<file path="config.mk">
export PLATFORM = sky130hd
export DESIGN_NAME = mbs_ctrl
export DESIGN_NICKNAME = d
export VERILOG_FILES = /design/src/rtl/maze_backtracker_step_defines.svh /design/src/rtl/mbs_pkg.sv /design/src/rtl/mbs_ctrl.sv
export SDC_FILE = /design/constraint.sdc
export NUM_CORES = 1
export LEC_CHECK = 0
export ABC_AREA = 1
export BUFFER_PORTS_ARGS = -buffer_cell sky130_fd_sc_hd__buf_4
export CAP_MARGIN = 20
export CORE_AREA = 2 2 39 41
export CTS_CLUSTER_SIZE = 20
export DETAILED_ROUTE_END_ITERATION = 8
export DIE_AREA = 0 0 41 43
export GPL_TIMING_DRIVEN = 0
export PLACE_DENSITY = 0.56
export SLEW_MARGIN = 40
export SYNTH_ARGS = -nofsm -noshare
export SYNTH_HDL_FRONTEND = slang
export SYNTH_SLANG_ARGS = --single-unit
</file>
<file path="constraint.sdc">
create_clock -name clk -period 1 [get_ports clk]
set_input_delay 0.05 -clock clk [delete_from_list [all_inputs] [get_ports clk]]
set_output_delay 0.05 -clock clk [all_outputs]
set_load 0.1 [all_outputs]
</file>
<file path="src/rtl/maze_backtracker_step_defines.svh">
`ifndef MAZE_BACKTRACKER_STEP_DEFINES_SVH
`define MAZE_BACKTRACKER_STEP_DEFINES_SVH

// property that holds on every clock edge out of reset
`define MBS_ASSERT(label, prop, msg) \
	label: assert property (@(posedge clk) disable iff (!arst_n) (prop)) \
		else $error(msg);

// antecedent in one cycle implies consequent in the next
`define MBS_ASSERT_NEXT(label, ante, cons, msg) \
	label: assert property (@(posedge clk) disable iff (!arst_n) (ante) |=> (cons)) \
		else $error(msg);

`endif

</file>
<file path="src/rtl/mbs_pkg.sv">
`default_nettype none

package mbs_pkg;

	localparam int MAX_SIDE = 64;
	localparam int COORD_W  = $clog2(MAX_SIDE);
	localparam int CELL_W   = 2 * COORD_W;
	localparam int CELLS    = MAX_SIDE * MAX_SIDE;
	localparam int CNT_W    = CELL_W + 1;
	localparam int N_W      = COORD_W + 1;
	localparam int SIDE_W   = 7;
	localparam int RND_W    = 16;
	localparam int OUT_W    = 6;
	localparam int DIR_W    = 2;
	localparam int NBR      = 4;
	localparam int SIDE_RESET = 50;

	typedef logic [COORD_W-1:0] coord_t;
	typedef logic [CELL_W-1:0]  cell_t;
	typedef logic [CNT_W-1:0]   cnt_t;
	typedef logic [N_W-1:0]     n_t;
	typedef logic [SIDE_W-1:0]  side_t;
	typedef logic [OUT_W-1:0]   ocoord_t;
	typedef logic [DIR_W-1:0]   dir_t;

	localparam dir_t DIR_UP    = 2'd0;
	localparam dir_t DIR_DOWN  = 2'd1;
	localparam dir_t DIR_LEFT  = 2'd2;
	localparam dir_t DIR_RIGHT = 2'd3;

	typedef struct packed {
		logic clr;
		logic load;
		logic look;
		dir_t idx;
		logic commit;
	} cmd_t;

	typedef struct packed {
		logic clr_last;
		logic empty;
		logic out_busy;
	} sts_t;

endpackage

`default_nettype wire

</file>
<file path="src/rtl/mbs_ctrl.sv">
`default_nettype none

module mbs_ctrl (
	input  wire logic          clk,
	input  wire logic          arst_n,
	input  wire mbs_pkg::sts_t sts,
	input  wire logic          in_valid,
	output logic               in_ready,
	output mbs_pkg::cmd_t      cmd
);

	localparam logic [1:0] ST_CLEAR  = 2'd0;
	localparam logic [1:0] ST_IDLE   = 2'd1;
	localparam logic [1:0] ST_LOOK   = 2'd2;
	localparam logic [1:0] ST_DECIDE = 2'd3;

	logic [1:0]    state_q;
	logic [1:0]    state_d;
	mbs_pkg::dir_t look_q;

	always_comb begin
		state_d  = state_q;
		in_ready = 1'b0;
		cmd      = '0;
		cmd.idx  = look_q;
		unique case (state_q)
			ST_CLEAR: begin
				cmd.clr = 1'b1;
				if (sts.clr_last) begin
					state_d = ST_IDLE;
				end
			end
			ST_IDLE: begin
				in_ready = 1'b1;
				if (in_valid) begin
					cmd.load = 1'b1;
					state_d  = sts.empty ? ST_DECIDE : ST_LOOK;
				end
			end
			ST_LOOK: begin
				cmd.look = 1'b1;
				if (look_q == mbs_pkg::DIR_RIGHT) begin
					state_d = ST_DECIDE;
				end
			end
			ST_DECIDE: begin
				if (!sts.out_busy) begin
					cmd.commit = 1'b1;
					state_d    = ST_IDLE;
				end
			end
			default: begin
				state_d = ST_IDLE;
			end
		endcase
	end

	always_ff @(posedge clk or negedge arst_n) begin
		if (!arst_n) begin
			state_q <= ST_CLEAR;
			look_q  <= mbs_pkg::DIR_UP;
		end else begin
			state_q <= state_d;
			if (cmd.look) begin
				look_q <= look_q + mbs_pkg::dir_t'(1);
			end else begin
				look_q <= mbs_pkg::DIR_UP;
			end
		end
	end

endmodule

`default_nettype wire

</file>
==> flow_metrics.py, run 1 <==
metrics = {
    "critical_path": {
        "crit_path_start_kind": "flip-flop",
        "r2r_setup_slack_ns": -0.22,
        "arrival_ns": 1.23,
        "critPathMaxFanout": 4,
        "reg2reg_from": "state_q[1]",
        "cp-end-kind": "output port",
        "r2r_end": "state_q[0]",
        "worstPathRequired_ns": 0.95,
        "worst-r2r-cell-count": 8,
        "crit_type": "reg2out",
    },
    "clock_tree": {
        "htreeDepth": 1,
        "clock_latency_ns": 0.23,
        "cts_root_buf": "clkbuf_4",
        "cts_tree": "done",
        "cts.sinks": 4,
        "cts_buffers": 3,
        "cts.reportedPaths.clkPinSlew_ns": 0.04,
        "clk_path_buf_depth": 2,
    },
    "synthesis": {
        "avgSynthCellArea_um2": 8.31,
        "synth_compound_area_share_pct": 4.63,
        "ys_ff_latch": 4,
        "synth_xor_area_share_pct": 0,
        "yosys_warnings": 0,
        "synth_top_family_by_area": "adder cells",
        "async_flop_share_pct": 100,
        "muxShareOfSynthArea_pct": 0,
        "synth_area_leaders": "dfrtp_1, ha_1, inv_1, nand2_1, nand2_4",
        "yosysTopAreaCell": "dfrtp_1",
        "synth_cells": 39,
        "ys_seq_area_share_pct": 30.9,
        "synth_nets": 52,
        "synth_edf_count": 0,
        "synth_area_um2": 324,
        "synth_top_area_share_pct": 30.9,
        "yosys.area_share.simple_pct": 27.0,
        "synth_flop_cell": "dfrtp_1",
        "synth_commonest_cells": "inv_1, nand2_1, ha_1",
        "synthAdderAreaFrac_pct": 27.0,
        "synth.distinct_cells": 10,
    },
    "timing": {
        "rsz0062_at_grt": "true",
        "tightest_slew_ns": 0.202,
        "finalCritPeriodShare_pct": 128,
        "fin_ws_ns": -0.276,
        "max_freq_ghz": 0.784,
        "drv_slew": 0,
        "slew_headroom_pct": 86.6,
        "finalCriticalPeriod_ns": 1.28,
        "skew_ns": 0.00288,
        "tns_ns": -1.63,
        "hold_slack_ns": 0.131,
        "hold_viol_final": 0,
        "setup_viol": 7,
    },
    "floorplanning": {
        "die_h_um": 43,
        "start_util_pct": 23.4,
        "coreArea_um2": 1380,
        "die_area_um2": 1760,
        "io_pins": 13,
        "die_x_um": 41,
        "fp-row-count": 14,
    },
    "detailed_routing": {
        "final_antenna_net_count": 0,
        "drtPass1Iterations": 2,
        "dr.first_iter.drc_count": 1,
        "wl_um": 720,
        "via_per_inst": 3.96,
        "drc_errors": 0,
        "num_vias": 301,
        "wire_per_inst_um": 9.47,
    },
    "global_route": {
        "grt-ovfl-total": 0,
        "antenna_found_initial": 0,
        "grt_max_degree": 6,
        "grt_pass1_vias": 281,
        "grt_first_pass_wirelength_um": 1060,
        "grt_usage_pct": 9.29,
    },
    "min_path": {
        "hold_start": "sts[1]",
        "hold_path_end": "state_q[0]",
        "hp-class": "in2reg",
        "min_path_cells": 5,
    },
    "final_layout": {
        "layout-drive-gt1-share_pct": 70.0,
        "layout.nets": 74,
        "syn_to_final_growth_pct": 111,
        "stdcell_area_um2": 684,
        "antenna_cells": 0,
    },
    "placed_design": {
        "pre_cts_slack_ns": -0.204,
        "place_area_um2": 487,
        "place_congestion": 0.587,
        "port_buffers": 12,
        "dp_hpwl_um": 463,
    },
    "status": {
        "violations": "negative setup slack",
        "outcome": "finished, violations left",
    },
    "job": {
        "max_cap_viol_count": 0,
    },
}
## per-layer routing
metal	vias to the layer above	GRT usage [%]	part of all wire, %
li1	158	-	-
met1	138	8.85	36
met2	5	14.7	61
met3	0	3.14	3.2
met4	0	8.00	0
met5	-	0	0
## cell usage in the layout, fill, tap and decap left out, drive strengths merged
cell type    Yosys  routed
clkinvlp         0       1
dlygate4sd3      0       1
inv              9       8
buf              0      16
ha               7       7
nor2             3       3
a21oi            1       1
clkbuf           0       4
dfrtp            4       4
o21ai            2       2
nand2           13      13
## worst max-delay path by stage
stage | from | endpoint | slack [ns] | cells after the start
detailed placement | state_q[0] | state_q[1] | -0.20 | 6
finish | state_q[1] | in_ready | -0.28 | 4
global placement | state_q[1] | cmd[4] | -0.20 | 5
global route | state_q[0] | cmd[0] | -0.33 | 4
floorplan | state_q[1] | state_q[0] | -0.30 | 7
CTS | state_q[1] | cmd[4] | -0.28 | 5
## area by class of cell
| class | count | area [µm²] |
|---|---|---|
| inverters | 9 | 37.5 |
| clock buffers | 4 | 26.3 |
| well taps | 16 | 20.0 |
| flip-flops and latches | 4 | 109 |
| fillers | 123 | 699 |
| multi-input cells | 26 | 288 |
| repair buffers | 17 | 204 |
## sequential cells by signal, summed over array words and instances (netlist names)
signal / cells
look_q: 2
state_q: 2
## metrics by stage
stage | instances | utilization [%]
2_1_floorplan | 39 | -
3_3_place_gp | 67 | 35.2
3_5_place_dp | 67 | 35.2
4_1_cts | 74 | 45.5
5_1_grt | 76 | 49.5
6_report | 76 | 49.5
## cells by family (layout without fill, tap and decap cells)
logic type	after synthesis	in the layout
flops	4	4
compound gates	3	3
simple gates	16	16
fa+ha+maj	7	7
buf+inv	9	30
## critical path, stage by stage (launching register included)
cell and delay (ns):
dfrtp_1 0.41, inv_2 0.14, buf_6 0.12, ha_4 0.15, buf_12 0.17
## what timing repair did
action | in CTS | in global routing
endpoints found under the hold margin | 4 | 0
resized for setup | 20 | 8
pin swaps | 0 | 9
hold buffers | 1 | 0
setup buffers | 2 | 2
setup endpoints to repair | 8 | 9
Power of run 1 is not shown: default switching activity piles up to over one toggle a cycle in this logic, so the estimate is an artifact.
==> run 2: changes to the inputs <==
--- a/config.mk
+++ b/config.mk
@@ -14,6 +14,7 @@
 export DIE_AREA = 0 0 41 43
 export GPL_TIMING_DRIVEN = 0
 export PLACE_DENSITY = 0.56
+export SETUP_SLACK_MARGIN = 0.05
 export SLEW_MARGIN = 40
 export SYNTH_ARGS = -nofsm -noshare
 export SYNTH_HDL_FRONTEND = slang
==> run 2 against run 1 <==
Net effect:
- the run still ends with negative setup slack left
- sequential share of layout area up 0.058 points
- wire length down 7.5%
- flip-flop and latch count unchanged
- register-to-register slack about the same
- first-iteration DRC count down 100%
- via count down 1.7%
- fmax down 0.32%
- critical path depth up 1
- worst hold slack better by 0.010 ns
- cell count down 1.3%
==> flow_metrics.py, run 2 (synthesized netlist as in run 1, its figures left out) <==
metrics = {
    "floorplanning": {
        "die_x_um": 41,
        "coreArea_um2": 1380,
        "io_pins": 13,
        "start_util_pct": 23.4,
        "fp-row-count": 14,
        "die_h_um": 43,
        "die_area_um2": 1760,
    },
    "critical_path": {
        "cp_slowest_stage_delay_ns": 0.41,
        "worstPathCellList": "inv_2 -> ha_4 -> nand2_4 -> clkinvlp_4 -> buf_12",
        "critPathMaxFanout": 4,
        "arrival_ns": 1.23,
        "critPathBufInv": 3,
        "worstPathRequired_ns": 0.95,
        "crit_type": "reg2out",
        "crit_path_start_kind": "flip-flop",
        "cp-end-kind": "output port",
        "crit_family": "flip-flops",
        "cp_slowest_cell": "dfrtp_1",
    },
    "clock_tree": {
        "cts_tree": "done",
        "clock_latency_ns": 0.23,
        "cts.reportedPaths.clkPinSlew_ns": 0.04,
        "cts.sinks": 4,
        "clk_path_buf_depth": 2,
        "htreeDepth": 1,
        "cts_buffers": 3,
        "cts_root_buf": "clkbuf_4",
    },
    "placed_design": {
        "dp_hpwl_um": 463,
        "place_area_um2": 487,
        "port_buffers": 12,
        "place_congestion": 0.587,
        "dp_cells": 67,
    },
    "detailed_routing": {
        "num_vias": 296,
        "wl_um": 666,
        "via_per_inst": 3.95,
        "drtPass1Iterations": 1,
        "wire_per_inst_um": 8.88,
        "drc_errors": 0,
        "dr.first_iter.drc_count": 0,
        "final_antenna_net_count": 0,
    },
    "timing": {
        "setup_viol": 8,
        "slew_headroom_pct": 90.5,
        "max_freq_ghz": 0.781,
        "drv_slew": 0,
        "skew_ns": 0.00288,
        "hold_viol_final": 0,
        "tightest_slew_ns": 0.143,
        "finalCritPeriodShare_pct": 128,
        "rsz0062_at_grt": "true",
        "fin_ws_ns": -0.280,
        "finalCriticalPeriod_ns": 1.28,
    },
    "global_route": {
        "grt_pass1_vias": 295,
        "grt-ovfl-total": 0,
        "grt_max_degree": 6,
        "grt_usage_pct": 10.0,
        "antenna_found_initial": 0,
        "grt_first_pass_wirelength_um": 1150,
    },
    "job": {
        "max_cap_viol_count": 0,
    },
    "final_layout": {
        "layout-drive-gt1-share_pct": 66.1,
        "reg.largest.list": "look_q (2), state_q (2)",
        "layout.nets": 73,
        "final_cell_count_no_fill": 75,
        "final_cell_mix": "buf_4, buf_12, nand2_1, inv_1, ha_4",
        "antenna_cells": 0,
        "syn_to_final_growth_pct": 110,
        "stdcell_area_um2": 682,
    },
    "status": {
        "violations": "negative setup slack",
        "outcome": "finished, violations left",
    },
    "min_path": {
        "hp-class": "in2reg",
    },
}
-- run 2: changes by cell type in the layout (fill, tap and decap cells not counted), sizes merged --
cell / delta
buf: -1
-- run 2: metrics by stage --
step | hold slack (ns) | util (%) | setup TNS [ns] | setup slack, ns
CTS | 0.142 | 48.7 | -1.66 | -0.280
global route | 0.164 | 49.3 | -2.07 | -0.335
floorplan | -0.246 | - | -1.66 | -0.300
finish | 0.141 | 49.3 | -1.58 | -0.280
global placement | -0.155 | 35.2 | -0.842 | -0.199
detailed placement | -0.154 | 35.2 | -0.834 | -0.204
-- run 2: path summary, 6_finish.rpt --
kind,start,end,slack (ns),cells after the start
setup / recovery,state_q[1],cmd[4],-0.28,5
hold / removal,sts[1],state_q[0],0.14,5
setup reg to reg,state_q[0],state_q[0],-0.21,6
hold reg to reg,state_q[1],state_q[1],0.56,2
max in group asynchronous,arst_n,state_q[0],0.74,2
min in group asynchronous,arst_n,look_q[0],0.15,2
-- run 2: repair_timing --
| item | in CTS | in global routing |
|---|---|---|
| resized for setup | 27 | 2 |
| pin swaps | 0 | 2 |
| endpoints found under the hold margin | 4 | 0 |
| hold buffers | 1 | 0 |
| setup buffers | 3 | 0 |
| setup endpoints to repair | 10 | 11 |
-- run 2: layout make-up --
class | count | area (µm²)
fill | 122 | 702
multi-input combinational | 26 | 275
timing repair buffer | 16 | 214
sequential | 4 | 109
inverter | 9 | 37.5
clock buffer | 4 | 26.3
tap | 16 | 20.0
-- run 2: worst reg2reg max path, delay by kind of cell, from the launching register on --
family	cells	cell delay, ns
buffers and inverters	1	0.16
DFF	1	0.44
and+or+nand+nor	3	0.21
AOI/OAI and AO/OA	1	0.12
adders and majority gates	1	0.16
-- run 2: metal layers --
| layer | GRT usage [%] | part of all wire (%) | vias up |
|---|---|---|---|
| met1 | 10.8 | 39 | 137 |
| li1 | - | - | 154 |
| met3 | 3.14 | 3.5 | 0 |
| met5 | 0 | 0 | - |
| met2 | 15.0 | 58 | 5 |
| met4 | 8.00 | 0 | 0 |
Power of run 2 is left out for the same reason.
